`config.mk`:
```
export PLATFORM = sky130hd
export DESIGN_NAME = beacon_frame_parse_and_gap_count
export DESIGN_NICKNAME = d
export VERILOG_FILES = /design/src/hw/rtl/bfpgc_pkg.sv /design/src/hw/rtl/beacon_frame_parse_and_gap_count.sv
export VERILOG_INCLUDE_DIRS = /design/src /design/src/hw/rtl
export SDC_FILE = /design/constraint.sdc
export NUM_CORES = 1
export LEC_CHECK = 0
export BUFFER_PORTS_ARGS = -buffer_cell sky130_fd_sc_hd__buf_2
export CAP_MARGIN = 20
export CORE_MARGIN = 2
export CORE_UTILIZATION = 63
export DETAILED_ROUTE_END_ITERATION = 16
export PLACE_DENSITY = 0.86
export SLEW_MARGIN = 20
export SYNTH_ARGS = -nofsm -noshare
export SYNTH_HDL_FRONTEND = slang
export SYNTH_SLANG_ARGS = --single-unit
```
`constraint.sdc`:
```
create_clock -name clk -period 17.35 [get_ports clk]
set_clock_uncertainty 0.15 [all_clocks]
set_input_delay 3.47 -clock clk [delete_from_list [all_inputs] [get_ports clk]]
set_output_delay 3.47 -clock clk [all_outputs]
set_load 0.05 [all_outputs]
```
`src/hw/rtl/beacon_frame_parse_and_gap_count_defines.svh`:
```
// Assertion macros for the beacon frame parser.
`ifndef BEACON_FRAME_PARSE_AND_GAP_COUNT_DEFINES_SVH
`define BEACON_FRAME_PARSE_AND_GAP_COUNT_DEFINES_SVH

`ifndef SYNTHESIS
// Same-cycle implication, checked on every clock edge outside reset.
`define BFPGC_ASSERT_NOW(label, ante, cons) \
  label: assert property (@(posedge clk) disable iff (rst) (ante) |-> (cons)) \
    else $error("bfpgc assertion failed");
// Next-cycle implication, checked on every clock edge outside reset.
`define BFPGC_ASSERT_NEXT(label, ante, cons) \
  label: assert property (@(posedge clk) disable iff (rst) (ante) |=> (cons)) \
    else $error("bfpgc assertion failed");
`else
`define BFPGC_ASSERT_NOW(label, ante, cons)
`define BFPGC_ASSERT_NEXT(label, ante, cons)
`endif

`endif

```
`src/hw/rtl/bfpgc_pkg.sv`:
```
// Package for the beacon frame parser: parse phases, constants and byte decoders.
`timescale 1ns / 1ps

package bfpgc_pkg;

  // Text limit: only bytes at positions below LINE_BYTES-1 are parsed
  localparam int LINE_BYTES = 48;
  localparam int TAG_LEN    = 3;
  localparam int POS_W      = 8;
  localparam logic [POS_W-1:0] POS_MAX = '1;

  localparam logic [7:0] CH_NUL   = 8'h00;
  localparam logic [7:0] CH_SPACE = 8'h20;
  localparam logic [7:0] CH_TAB   = 8'h09;
  localparam logic [7:0] CH_CR    = 8'h0D;
  localparam logic [7:0] CH_ZERO  = 8'h30;
  localparam logic [7:0] CH_NINE  = 8'h39;
  localparam logic [7:0] CH_LC_A  = 8'h61;
  localparam logic [7:0] CH_LC_F  = 8'h66;
  localparam logic [7:0] CH_UC_A  = 8'h41;
  localparam logic [7:0] CH_UC_F  = 8'h46;
  localparam logic [7:0] CH_LC_X  = 8'h78;
  localparam logic [7:0] CH_UC_X  = 8'h58;
  localparam logic [7:0] CH_R     = 8'h52;
  localparam logic [7:0] CH_T     = 8'h54;

  typedef enum logic [2:0] {
    PH_TAG        = 3'd0,
    PH_ID_WS      = 3'd1,
    PH_ID_ZERO    = 3'd2,
    PH_ID_X       = 3'd3,
    PH_ID_DIGITS  = 3'd4,
    PH_SEQ_WS     = 3'd5,
    PH_SEQ_DIGITS = 3'd6,
    PH_DONE       = 3'd7
  } phase_t;

  typedef struct packed {
    logic       ok;
    logic [3:0] val;
  } digit_t;

  // Expected tag character at a given position
  function automatic logic [7:0] tag_char(input logic [1:0] idx);
    logic [7:0] c;
    unique case (idx)
      2'd0:    c = CH_R;
      2'd1:    c = CH_T;
      default: c = CH_SPACE;
    endcase
    return c;
  endfunction

  // Space, TAB, LF, VT, FF, CR
  function automatic logic is_space(input logic [7:0] b);
    return (b == CH_SPACE) || ((b >= CH_TAB) && (b <= CH_CR));
  endfunction

  function automatic digit_t dec_digit(input logic [7:0] b);
    digit_t d;
    d.ok  = (b >= CH_ZERO) && (b <= CH_NINE);
    d.val = b[3:0];
    return d;
  endfunction

  function automatic digit_t hex_digit(input logic [7:0] b);
    digit_t d;
    logic [7:0] t;
    d.ok = 1'b0;
    d.val = 4'h0;
    if ((b >= CH_ZERO) && (b <= CH_NINE)) begin
      d.ok = 1'b1;
      d.val = b[3:0];
    end else if ((b >= CH_LC_A) && (b <= CH_LC_F)) begin
      t = b - CH_LC_A + 8'd10;
      d.ok = 1'b1;
      d.val = t[3:0];
    end else if ((b >= CH_UC_A) && (b <= CH_UC_F)) begin
      t = b - CH_UC_A + 8'd10;
      d.ok = 1'b1;
      d.val = t[3:0];
    end
    return d;
  endfunction

  // acc*16 + d, saturating at 2^32-1
  function automatic logic [31:0] hex_acc(input logic [31:0] acc, input logic [3:0] d);
    logic [31:0] r;
    if (acc[31:28] != 4'h0) r = '1;
    else r = {acc[27:0], d};
    return r;
  endfunction

  // acc*10 + d, saturating at 2^32-1
  function automatic logic [31:0] dec_acc(input logic [31:0] acc, input logic [3:0] d);
    logic [35:0] s;
    logic [31:0] r;
    s = {1'b0, acc, 3'b000} + {3'b000, acc, 1'b0} + {32'd0, d};
    if (s[35:32] != 4'h0) r = '1;
    else r = s[31:0];
    return r;
  endfunction

endpackage

```
`src/hw/rtl/beacon_frame_parse_and_gap_count.sv`:
```
// Beacon frame parser with per-sender sequence gap counting.
`timescale 1ns / 1ps
`include "beacon_frame_parse_and_gap_count_defines.svh"

// Usage:
// Input channel (in_valid / in_stall) carries one payload byte per word with
// frame_end on the last byte and the frame's link metrics. The frame's text
// must start with "RT ", then a hex sender id (optional 0x), then an optional
// decimal sequence number. Output channel (out_valid / out_stall) carries one
// word per accepted frame: id, sequence, gap count, frame count and the
// metrics given with the final byte.
// Throughput: one input word per cycle while in_stall is low. Parser state and
// the frame record register update at the edge that accepts the final byte;
// the gap tracking stage then writes the output register and raises out_valid
// at an edge where the pipeline advances.
// A full output register that is stalled freezes both stages and raises
// in_stall in the same cycle; nothing is dropped.
// cfg_write/cfg_data set listen_enable; while it is low, words are still
// taken but ignored and a frame in progress stays as it is.
// Reset (synchronous, rst high) clears the parser, the tracking state,
// listen_enable and both valid flags.
module beacon_frame_parse_and_gap_count (
  input  logic               clk,
  input  logic               rst,
  // configuration
  input  logic               cfg_write,
  input  logic               cfg_data,
  // input channel
  input  logic               in_valid,
  output logic               in_stall,
  input  logic [7:0]         rx_byte,
  input  logic               frame_end,
  input  logic signed [8:0]  rssi_dbm,
  input  logic signed [7:0]  snr_db,
  input  logic signed [8:0]  noise_dbm,
  // output channel
  output logic               out_valid,
  input  logic               out_stall,
  output logic [31:0]        sender_id,
  output logic [31:0]        sequence_res,
  output logic [31:0]        missed_total,
  output logic [31:0]        received_total,
  output logic signed [8:0]  rssi_out,
  output logic signed [7:0]  snr_out,
  output logic signed [8:0]  noise_out
);
  import bfpgc_pkg::*;

  logic                  listen_enable;

  // parser state
  logic [POS_W-1:0]      byte_position;
  phase_t                phase;
  phase_t                phase_next;
  logic [31:0]           id_acc;
  logic [31:0]           id_acc_next;
  logic [31:0]           seq_acc;
  logic [31:0]           seq_acc_next;
  logic                  hex_seen;
  logic                  hex_seen_next;

  // frame record between parser and tracking
  logic                  frm_valid;
  logic [31:0]           frm_id;
  logic [31:0]           frm_seq;
  logic signed [8:0]     frm_rssi;
  logic signed [7:0]     frm_snr;
  logic signed [8:0]     frm_noise;

  // tracking state
  logic [31:0]           previous_id;
  logic [31:0]           previous_seq;
  logic                  previous_valid;
  logic [31:0]           missed_count;
  logic [31:0]           missed_count_next;
  logic [31:0]           beacon_count;

  logic                  adv;
  logic                  in_take;
  logic                  feed_en;
  logic                  sp;
  digit_t                hd;
  digit_t                dd;
  logic                  same_sender;

  // pipeline advances unless a finished word is held
  assign adv      = !(out_valid && out_stall);
  assign in_stall = !adv;
  assign in_take  = in_valid && adv && listen_enable;

  assign sp = is_space(rx_byte);
  assign hd = hex_digit(rx_byte);
  assign dd = dec_digit(rx_byte);
  assign feed_en = ({1'b0, byte_position} < 9'(LINE_BYTES - 1)) && (phase != PH_DONE);

  // parser next phase
  always_comb begin
    phase_next = phase;
    if (feed_en) begin
      if (rx_byte == CH_NUL) begin
        phase_next = PH_DONE;
      end else begin
        unique case (phase) inside
          PH_TAG: begin
            if ((byte_position >= POS_W'(TAG_LEN)) ||
                (rx_byte != tag_char(byte_position[1:0]))) begin
              phase_next = PH_DONE;
            end else if (byte_position == POS_W'(TAG_LEN - 1)) begin
              phase_next = PH_ID_WS;
            end
          end
          PH_ID_WS: begin
            if (!sp) begin
              if (!hd.ok) phase_next = PH_DONE;
              else if (rx_byte == CH_ZERO) phase_next = PH_ID_ZERO;
              else phase_next = PH_ID_DIGITS;
            end
          end
          PH_ID_ZERO: begin
            if ((rx_byte == CH_LC_X) || (rx_byte == CH_UC_X)) phase_next = PH_ID_X;
            else if (hd.ok) phase_next = PH_ID_DIGITS;
            else if (sp) phase_next = PH_SEQ_WS;
            else if (dd.ok) phase_next = PH_SEQ_DIGITS;
            else phase_next = PH_DONE;
          end
          PH_ID_X: begin
            phase_next = hd.ok ? PH_ID_DIGITS : PH_DONE;
          end
          PH_ID_DIGITS, PH_SEQ_WS: begin
            if (phase == PH_ID_DIGITS && hd.ok) phase_next = PH_ID_DIGITS;
            else if (sp) phase_next = PH_SEQ_WS;
            else if (dd.ok) phase_next = PH_SEQ_DIGITS;
            else phase_next = PH_DONE;
          end
          PH_SEQ_DIGITS: begin
            if (!dd.ok) phase_next = PH_DONE;
          end
          PH_DONE: begin
            phase_next = PH_DONE;
          end
          default: phase_next = PH_DONE;
        endcase
      end
    end
  end

  // parser accumulators
  always_comb begin
    id_acc_next   = id_acc;
    seq_acc_next  = seq_acc;
    hex_seen_next = hex_seen;
    if (feed_en && (rx_byte != CH_NUL)) begin
      unique case (phase) inside
        PH_ID_WS: begin
          if (!sp && hd.ok) begin
            hex_seen_next = 1'b1;
            id_acc_next   = {28'd0, hd.val};
          end
        end
        PH_ID_ZERO, PH_ID_DIGITS: begin
          if ((phase == PH_ID_ZERO) && ((rx_byte == CH_LC_X) || (rx_byte == CH_UC_X))) begin
            id_acc_next = id_acc;
          end else if (hd.ok) begin
            id_acc_next = hex_acc(id_acc, hd.val);
          end else if (!sp && dd.ok) begin
            seq_acc_next = {28'd0, dd.val};
          end
        end
        PH_ID_X: begin
          if (hd.ok) id_acc_next = {28'd0, hd.val};
        end
        PH_SEQ_WS: begin
          if (!sp && dd.ok) seq_acc_next = {28'd0, dd.val};
        end
        PH_SEQ_DIGITS: begin
          if (dd.ok) seq_acc_next = dec_acc(seq_acc, dd.val);
        end
        default: begin
          id_acc_next = id_acc;
        end
      endcase
    end
  end

  // configuration register
  always_ff @(posedge clk) begin
    if (rst) begin
      listen_enable <= 1'b0;
    end else if (cfg_write) begin
      listen_enable <= cfg_data;
    end
  end

  // parser registers; a frame end restarts the parser
  always_ff @(posedge clk) begin
    if (rst) begin
      byte_position <= '0;
      phase         <= PH_TAG;
      id_acc        <= '0;
      seq_acc       <= '0;
      hex_seen      <= 1'b0;
    end else if (in_take) begin
      if (frame_end) begin
        byte_position <= '0;
        phase         <= PH_TAG;
        id_acc        <= '0;
        seq_acc       <= '0;
        hex_seen      <= 1'b0;
      end else begin
        if (byte_position != POS_MAX) byte_position <= byte_position + 1'b1;
        phase    <= phase_next;
        id_acc   <= id_acc_next;
        seq_acc  <= seq_acc_next;
        hex_seen <= hex_seen_next;
      end
    end
  end

  // frame record
  always_ff @(posedge clk) begin
    if (rst) begin
      frm_valid <= 1'b0;
    end else if (adv) begin
      frm_valid <= in_take && frame_end && hex_seen_next;
    end
  end

  always_ff @(posedge clk) begin
    if (adv && in_take && frame_end) begin
      frm_id    <= id_acc_next;
      frm_seq   <= seq_acc_next;
      frm_rssi  <= rssi_dbm;
      frm_snr   <= snr_db;
      frm_noise <= noise_dbm;
    end
  end

  // gap tracking
  assign same_sender = previous_valid && (frm_id == previous_id);

  always_comb begin
    missed_count_next = missed_count;
    if (same_sender) begin
      if (frm_seq > previous_seq) begin
        missed_count_next = missed_count + frm_seq + ~previous_seq;
      end
    end else if (previous_valid) begin
      missed_count_next = '0;
    end
  end

  always_ff @(posedge clk) begin
    if (rst) begin
      previous_id    <= '0;
      previous_seq   <= '0;
      previous_valid <= 1'b0;
      missed_count   <= '0;
      beacon_count   <= '0;
    end else if (adv && frm_valid) begin
      previous_id    <= frm_id;
      previous_seq   <= frm_seq;
      previous_valid <= 1'b1;
      missed_count   <= missed_count_next;
      beacon_count   <= beacon_count + 32'd1;
    end
  end

  // output register
  always_ff @(posedge clk) begin
    if (rst) begin
      out_valid <= 1'b0;
    end else if (adv) begin
      out_valid <= frm_valid;
    end
  end

  always_ff @(posedge clk) begin
    if (adv && frm_valid) begin
      sender_id      <= frm_id;
      sequence_res   <= frm_seq;
      missed_total   <= missed_count_next;
      received_total <= beacon_count + 32'd1;
      rssi_out       <= frm_rssi;
      snr_out        <= frm_snr;
      noise_out      <= frm_noise;
    end
  end

  // checks
  `BFPGC_ASSERT_NOW(a_out_matches_tracking, out_valid,
    (missed_total == missed_count) && (received_total == beacon_count))
  `BFPGC_ASSERT_NOW(a_out_has_history, out_valid, previous_valid)
  `BFPGC_ASSERT_NOW(a_tag_phase_clean, phase == PH_TAG, !hex_seen)
  `BFPGC_ASSERT_NEXT(a_count_step, adv && frm_valid,
    beacon_count == $past(beacon_count) + 32'd1)

endmodule
```
======== Yosys cells after proc, flatten, opt, wreduce, memory -nomap -nowiden ========
Index checks and enable logic that the tools add are counted.
word-level totals
  register bits after elaboration ......... 452
  output and inout port bits .............. 156
cells by class
  $lt $le $gt $ge ......................... 11
  add/subtract/negate cells ............... 10
  equal/unequal tests ..................... 19
  reductions and logical operators ........ 36
  bitwise gates (word level) .............. 1
  muxes and demuxes ....................... 48
operators with widths
  operator                                                         count
  2-to-1 mux 32 bit                                                17
  case mux 32 bit (3 select lines)                                 2
  adder 32 bit                                                     2
  2-to-1 mux 8 bit                                                 5
  adder 35 x 33 -> 36 bit                                          1
  adder 36 x 4 -> 36 bit                                           1
  adder 32 x 1 -> 32 bit (second input constant)                   1
  equality test 32 bit                                             1
  > comparator 32 bit                                              1
  inverter 32 bit                                                  1
  2-to-1 mux 3 bit                                                 10
  logical AND 1 bit                                                19
  case mux 3 bit (6 select lines)                                  1
  equality test 8 x 6 -> 1 bit (second input constant)             2
  equality test 8 x 7 -> 1 bit (second input constant)             2
  >= comparator 8 x 7 -> 1 bit (second input constant)             2
  less-or-equal comparator 8 x 7 -> 1 bit (second input constant)  2
  2-to-1 mux 5 bit                                                 3
  case mux 7 bit (2 select lines)                                  1
  equality test 3 bit (second input constant)                      3
  adder 4 bit (second input constant)                              2
  adder 8 x 1 -> 8 bit (second input constant)                     1
  equality test 8 x 2 -> 1 bit (second input constant)             1
  >= comparator 8 x 2 -> 1 bit (second input constant)             1
  other kinds (27)                                                 43

======== Longest topological paths before layout ========
Gate-level depths: netlist of run 1.
  word-level depth ........................ 12
  gate-level depth with buffers ........... 16
  mapped depth without buffers ............ 15

======== Least setup slack after synthesis of run 1 ========
Ideal clock, no wire load.
  path type ............................... input port to flip-flop
  start point ............................. input port out_stall
  end point ............................... register missed_total[0] (enable)
  cell stages on the path ................. 5
  buffers on the path ..................... 2
  arrival time ............................ 8.438 ns
  data required time ...................... 16.622 ns
  slack ................................... 8.183 ns
  path through ............................ nand2_1 > nand2_1 > inv_1 > clkbuf_1 > clkbuf_1
between the ends
  word-level cells in the longest chain between the ends .. 3
ends and longest elaborated chain
  element               line                                     source
  from (decl)           beacon_frame_parse_and_gap_count.sv:38   input logic out_stall,
  logical AND 1 bit     beacon_frame_parse_and_gap_count.sv:87   assign adv = !(out_valid && out_stall);
  zero test 1 bit       beacon_frame_parse_and_gap_count.sv:87
  logical AND 1 bit     beacon_frame_parse_and_gap_count.sv:278  if (adv && frm_valid) begin
  to (signal assigned)  beacon_frame_parse_and_gap_count.sv:281  missed_total <= missed_count_next;
  to (decl)             beacon_frame_parse_and_gap_count.sv:41   output logic [31:0] missed_total,
No other way between the ends.
A chain may end at the register's enable or synchronous reset.

======== Worst setup path after layout of run 1 ========
  start point ............................. input port out_stall
  end point ............................... output port in_stall
between the ends
  word-level cells in the longest chain between the ends .. 1
ends and longest elaborated chain
  element            line                                    source
  logical AND 1 bit  beacon_frame_parse_and_gap_count.sv:87
  to (decl)          beacon_frame_parse_and_gap_count.sv:30  output logic in_stall,
No other way between the ends.

==> metrics.txt, run 1 <==
run status finished, final reports clean; RSZ-0062 raised after global routing no; largest area contributor in the netlist edfxtp_1; P per Cell Area about 85 nW/um^2; CP cell instances buf_2, nand2_1, inv_1, buf_2; Synth Area in Compound Gates between 10% and 20%; synth warn 0; CTS buffer count 45; crit end category output port; vias in the first global route 17700; post-synth top area share 31.6%; CP max FO 4; Clock Latency Late Sink roughly 0.57 ns; Final GP Congestion 0.902; CP arrival 4.11 ns; die area 38400 um^2; XOR/XNOR share of the synthesized area approximately 5.6%; fillcell total 2576; CTS tree done; post-synthesis sequential area ratio 49.6%; Layout area overhead 12.3%; DR pass1 iterations 6; initial antenna violation count 0; initial core utilization 63.6%; Residual DRC 0; setup violators final 0; area of the multi-input gates 11100 um^2; Core Rows 70; die height around 200 um; global-route wire length before repair 92700 um; main combinational cell family by area after synthesis compound AO/OA/AOI/OAI gates; fmax approximately 130 MHz; Slew Limit Fails 0; # resized after CTS 0; Critical Path Start Type primary input; Post-CTS Setup Inserts 0; core area roughly 36000 um^2; die width between 150 and 200 um; fin util 71.5%; leakage dissipation between 9 and 10 nW; clock-pin slew on the worst setup and hold paths 0.06 ns; total of max-cap violations 0; stages on the worst setup path 4; TNS Setup 0 ns; r2r endpoint frm_seq[13]$_DFFE_PP_; worst slew pin tran 1.01 ns; reg2reg setup slack between 10 and 15 ns; Netlist cell types 80; crit path time final 7.73 ns; Max Root-Sink Buffers 3; fin crit share 44.5%; grt ovf 0; Ports 197; Vias/cell 6.29; port bufs 196; Post-Route WL 58600 um; beginning of the critical path out_stall; fraction of the mapped netlist area in simple logic gates 14.3%; top post-synthesis cells by count 284 x nand2_1, 244 x edfxtp_1, 208 x dfxtp_1; top_reg_cell synth edfxtp_1; # hold bufs at CTS 0; Worst VDD drop 0.0724 mV; Max H-tree Level 2; R2R Path Start seq_acc[2]$_SDFFE_PP0P_; layout cells sized above 1 12.9%; cell mode on critical path buf_2; Root Buffer clkbuf_16; Final nets 2670; ANT nets after route 0; Slew headroom 32.4%; family with the most delay on the worst path buffers and inverters; post-DP HPWL 41600 um; post-synthesis mux area share 0.135%; Total GRT Usage between 30% and 40%; synthesized flop and latch total between 400 and 500; most common cell in the netlist nand2_1; asr flop ratio synth 0%; FF/Latch Area around 11000 um^2; cell count after synthesis around 2300; initial DRC count ~1600; total number of vias 18700; adder-cell share of the synthesized area 10.2%; number of antenna diodes 0; Synth Cell Area 23200 um^2; Worst Hold Class reg -> reg; critical path's slowest cell buf_2; Post-synth EDFFs 244; data required time at the worst endpoint 13.73 ns; Synth area leaders edfxtp_1 32%, dfxtp_1 18%, ha_1 7.3%; worst reg2reg path depth 13; Max stage delay on crit path 0.27 ns; WL/cell 19.8 um; crit path capture in_stall; Syn Nets about 2500; crit path buf inv count 3; Final Hold Fails 0; worst setup path category in -> out; clock sink total 452; average size of a mapped cell 10.1 um^2; pin count of the biggest net entering global routing 117
==> cells by family (layout without fill, tap and decap cells) <==
| logic type | count (synthesis) | count (layout) |
|---|---|---|
| simple gates | 727 | 727 |
| compound gates | 629 | 629 |
| flops | 452 | 452 |
| buf+inv | 177 | 369 |
| fa+ha+maj | 169 | 169 |
| xor+xnor | 148 | 148 |
| mux | 3 | 3 |
==> worst register-to-register path: cells and delay by family, from the launching register on <==
family	cells	cell delay (ns)
DFF	1	0.41
xor gates and xnor gates	1	0.75
and+or+nand+nor	3	1.07
adders and majority gates	2	1.02
AOI/OAI and AO/OA	6	1.09
buffers and inverters	1	0.07
==> per-layer routing <==
| layer | vias up | share of wire (%) | GRT usage, % | wire length [um] |
|---|---|---|---|---|
| met2 | 927 | 47 | 50.2 | 27700 |
| met1 | 8900 | 42 | 40.8 | 24500 |
| met5 | - | 0 | 0 | 0 |
| met3 | 158 | 7.5 | 3.58 | 4400 |
| met4 | 0 | 3.5 | 11.3 | 2070 |
| li1 | 8670 | - | - | - |
==> layout make-up <==
cell class / instances / area share (%)
clock buffers: 66 / 4.86
clock inverters: 18 / 1.02
inverters: 76 / 1.12
multi-input cells: 1676 / 42.5
flip-flops and latches: 452 / 44.1
well taps: 468 / 2.25
repair buffers: 209 / 4.15
==> cell usage in the layout, fill, tap and decap left out, types with 6 or more instances in the layout <==
master       n
nand2_1    283
or3_1       15
a21o_1      30
inv_1       75
nor4_1      15
o21ai_0    172
nor3_1      61
and2_1      12
nand2b_1    17
a32o_1       8
a31oi_1     21
xnor2_1     67
xor2_1      81
nor2_1     186
buf_4       14
o2bb2ai_1   21
edfxtp_1   244
o211ai_1    13
a22o_1      20
clkbuf_1    16
clkinv_2     6
a211oi_1    30
a22oi_1     32
o21ba_2     13
nand4_1     20
ha_1       135
clkbuf_16   46
a21oi_1    184
nor2b_1     15
o22ai_1      6
nand3_1     41
o21a_1       8
and3_1      24
buf_2      195
o31ai_1     10
fa_1        34
dfxtp_1    208
bufinv_16    6
==> how the worst min path moves through the flow <==
stage / startpoint / to / slack (ns) / depth (start not counted)
finish: frm_rssi[5]$_DFFE_PP_ / rssi_out[5]$_DFFE_PP_ / 0.26 / 0
global route: frm_noise[5]$_DFFE_PP_ / noise_out[5]$_DFFE_PP_ / 0.27 / 0
CTS: frm_rssi[5]$_DFFE_PP_ / rssi_out[5]$_DFFE_PP_ / 0.26 / 0
detailed placement: frm_rssi[5]$_DFFE_PP_ / rssi_out[5]$_DFFE_PP_ / 0.25 / 0
global placement: frm_snr[4]$_DFFE_PP_ / snr_out[4]$_DFFE_PP_ / 0.25 / 0
floorplan: frm_noise[0]$_DFFE_PP_ / noise_out[0]$_DFFE_PP_ / 0.25 / 0
==> metrics by stage <==
step	std cells	area (um^2)	worst slack [ns]	power, W	hold slack (ns)
floorplan	2305	23200	8.18	0.00120	0.250
global placement	2881	24500	9.00	0.00122	0.251
detailed placement	2881	24500	8.83	0.00122	0.255
CTS	2965	26000	9.41	0.00222	0.264
global route	2965	26000	9.50	0.00226	0.273
finish	2965	26000	9.62	0.00221	0.262
==> power by group <==
part           total (W)  internal [W]  leakage (nW)  switching (W)
combinational  0.0000764     0.0000258          5.17      0.0000506
clock            0.00100      0.000599         0.744       0.000405
sequential       0.00113       0.00112          3.79     0.00000543
total            0.00221       0.00175          9.70       0.000461
(Power assumes the default switching activity.)
==> inputs of run 2 (changes only) <==
--- a/config.mk
+++ b/config.mk
@@ -6,12 +6,13 @@
 export SDC_FILE = /design/constraint.sdc
 export NUM_CORES = 1
 export LEC_CHECK = 0
+export ABC_AREA = 1
 export BUFFER_PORTS_ARGS = -buffer_cell sky130_fd_sc_hd__buf_2
 export CAP_MARGIN = 20
 export CORE_MARGIN = 2
-export CORE_UTILIZATION = 63
+export CORE_UTILIZATION = 55
 export DETAILED_ROUTE_END_ITERATION = 16
-export PLACE_DENSITY = 0.86
+export PLACE_DENSITY = 0.8
 export SLEW_MARGIN = 20
 export SYNTH_ARGS = -nofsm -noshare
 export SYNTH_HDL_FRONTEND = slang
==> constraint.sdc (replaced) <==
create_clock -name clk -period 7.1 [get_ports clk]
set_clock_uncertainty 0.15 [all_clocks]
set_input_delay 1.42 -clock clk [delete_from_list [all_inputs] [get_ports clk]]
set_output_delay 1.42 -clock clk [all_outputs]
set_load 0.05 [all_outputs]
==> metrics.txt, run 2 <==
total of max-cap violations 0 (unchanged); commonest non-fill, non-tap cells in the layout 846 x nand2_1, 355 x inv_1, 277 x a21oi_1; pin count of the biggest net entering global routing 130 (+11%); Post-Route WL 62300 um (+6.3%); dpl cells 3807 (+32%); post-synthesis sequential area ratio 45.7% (-3.9 points); asr flop ratio synth 0% (unchanged); Core Rows 78 (+11%); Slew Limit Fails 0 (unchanged); Comb pwr share 2.9% (-0.6 points); switch share 20.9% (+0.051 points); clock sink total 452 (unchanged); # hold bufs at CTS 0 (unchanged); total number of vias 21100 (+13%); # resized after CTS 0 (unchanged); Total GRT Usage 26.2% (-3.9 points); run status finished, final reports clean; CP arrival 4.72 ns (+0.61 ns); CP cell instances buf_2, fa_1, inv_1, fa_1, nor2_1, o21ai_1, nand2_1, nand2_1, nand2_1, nand2_1, nand3_1, nand2_1, nor2_1, buf_4, nand2_1, o21ai_1, a21boi_0; NetSw 0.00116 W (+150%); commonest non-fill, non-tap cell in the layout nand2_1; top post-synthesis cells by count 846 x nand2_1, 357 x inv_1, 277 x a21oi_1; family with the most delay on the worst path simple AND/OR/NAND/NOR gates; crit path buf inv count 3 (unchanged); data required time at the worst endpoint 7.27 ns (-6.46 ns); Max stage delay on crit path 0.57 ns (+0.30 ns); fin area 28300 um^2 (+8.7%); critical path's slowest cell fa_1; Ports 197 (unchanged); core area 45300 um^2 (+24%); initial DRC count 1726 (+5.1%); Final nets 3467 (+30%); CTS buffer count 48 (+6.7%); synth warn 0 (unchanged); Synth Cell Area 25100 um^2 (+8.4%); vias in the first global route 19700 (+11%); Root Buffer clkbuf_16; Worst Hold Class reg -> reg; worst slew pin tran 1.06 ns (+0.0507 ns); post-DP HPWL 44600 um (+7.1%); P per Cell Area 195 nW/um^2 (+130%); Max Root-Sink Buffers 3 (unchanged); fin crit share about 64%; crit path time final 4.55 ns; cell count after synthesis 3098 (+34%); Synth area leaders edfxtp_1 29%, dfxtp_1 17%, nand2_1 13%; Worst VDD drop 0.195 mV (+170%); initial core utilization 55.5% (-8.1 points); cell mode on critical path nand2_1; grt ovf 0 (unchanged); Slew headroom 29.2% (-3.2 points); Netlist cell types 56 (-30%); die width 218 um (+11%); post-route insts no fill 3897 (+31%); synthesized flop and latch total 452 (unchanged); WL/cell 16.0 um (-19%); leakage dissipation 12.2 nW (+26%); DR pass1 iterations 8 (+2); setup violators final 0 (unchanged); Clock Latency Late Sink 0.59 ns (+0.02 ns); Reg power frac 49.8% (-1.3 points); Pint 0.00437 W (+150%); clock-pin slew on the worst setup and hold paths 0.06 ns (about the same); Max H-tree Level 2 (unchanged); Final Hold Fails 0 (unchanged); average size of a mapped cell 8.12 um^2 (-19%); Final GP Congestion 0.981 (+8.8%); top_reg_cell synth edfxtp_1; Layout area overhead 12.6%; die area 47500 um^2 (+24%); number of antenna diodes 0 (unchanged); crit end category flip-flop; TNS Setup 0 ns (unchanged); initial antenna violation count 0 (unchanged); ANT nets after route 0 (unchanged); largest area contributor in the netlist edfxtp_1; Vias/cell 5.42 (-14%); RSZ-0062 raised after global routing no; placed cell area 26600 um^2 (+8.7%); post-synth top area share 29.1% (-2.5 points); Residual DRC 0 (unchanged); worst setup path category in -> reg; most common cell in the netlist nand2_1; port bufs 196 (unchanged); Post-CTS Setup Inserts 0 (unchanged); fmax around 220 MHz; layout cells sized above 1 10.6% (-2.4 points); global-route wire length before repair 100000 um (+8.2%); die height 218 um (+11%); CTS tree done; clock share of power 47.3% (+1.8 points); Syn Nets 3308 (+32%); Critical Path Start Type primary input; CP max FO 23 (+19); Post-synth EDFFs 244 (unchanged)
-- run 2: cell count changes after synthesis, moves of 23 or more --
cell	change
nor2_1	+84
and3_1	-24
nor3_1	-36
o21ai_0	-23
nand3_1	+98
xnor2_1	-40
nand2_1	+562
a21oi_1	+92
a21o_1	-26
inv_1	+281
a22oi_1	-32
-- run 2: logic make-up (layout without fill, tap and decap cells) --
group	Yosys count	after routing	share of synthesized area, %
and+or+nand+nor	1364	1364	22.4
AOI/OAI and AO/OA	548	548	12.1
buffers and inverters	470	669	7.16
DFF	452	452	45.7
adders and majority gates	169	169	9.42
xor gates and xnor gates	95	95	3.31
-- run 2: path summary, 6_finish.rpt --
kind,from,endpoint,slack [ns],depth (start not counted)
max,rx_byte[3],frm_seq[0]$_DFFE_PP_,2.55,17
min,frm_snr[6]$_DFFE_PP_,snr_out[6]$_DFFE_PP_,0.27,0
max reg2reg,frm_seq[31]$_DFFE_PP_,missed_count[23]$_SDFFE_PP0P_,3.01,13
min reg2reg,frm_snr[6]$_DFFE_PP_,snr_out[6]$_DFFE_PP_,0.27,0
-- run 2: cell type report --
class	instances	area [um^2]
clock buffer	73	1430
tap	600	751
inverter	365	1370
clock inverter	17	253
timing repair buffer	214	1130
multi-input combinational	2176	11900
fill	3903	17000
sequential	452	11500
-- run 2: per-stage QoR --
stage	worst slack (ns)	power (W)	hold WS (ns)	util, %
3_5_place_dp	1.98	0.00297	0.256	58.8
5_1_grt	2.26	0.00570	0.272	62.5
2_1_floorplan	0.147	0.00292	0.250	-
3_3_place_gp	1.99	0.00297	0.251	58.8
6_report	2.55	0.00553	0.267	62.5
4_1_cts	2.59	0.00558	0.269	62.5
-- run 2: power groups by stage --
stage | clock network [W] | logic (W) | registers [W]
detailed placement | 0 | 0.000156 | 0.00281
finish | 0.00262 | 0.000159 | 0.00276
CTS | 0.00266 | 0.000157 | 0.00276
floorplan | 0 | 0.000106 | 0.00281
global placement | 0 | 0.000154 | 0.00281
global route | 0.00277 | 0.000177 | 0.00276
-- run 2: layer usage --
metal | routed length (um) | up-vias | track usage (%) | part of all wire [%]
met5 | 0 | - | 0 | 0
met4 | 1410 | 0 | 7.78 | 2.3
met3 | 4420 | 85 | 3.75 | 7.1
met2 | 29300 | 681 | 43.5 | 47
met1 | 27200 | 9796 | 35.7 | 44
li1 | - | 10500 | - | -
-- run 2: worst reg2reg max path: stages (launching register included) --
cell and delay, ns:
edfxtp_1 0.48, ha_1 0.36, nand2_1 0.09, nor2_1 0.18, nand4_1 0.17, nor4_1 0.53, nand3_1 0.14, nand2_1 0.80
inv_1 0.50, nand2_1 0.22, nand3_1 0.09, nand2_1 0.16, o21ai_0 0.09, inv_1 0.08
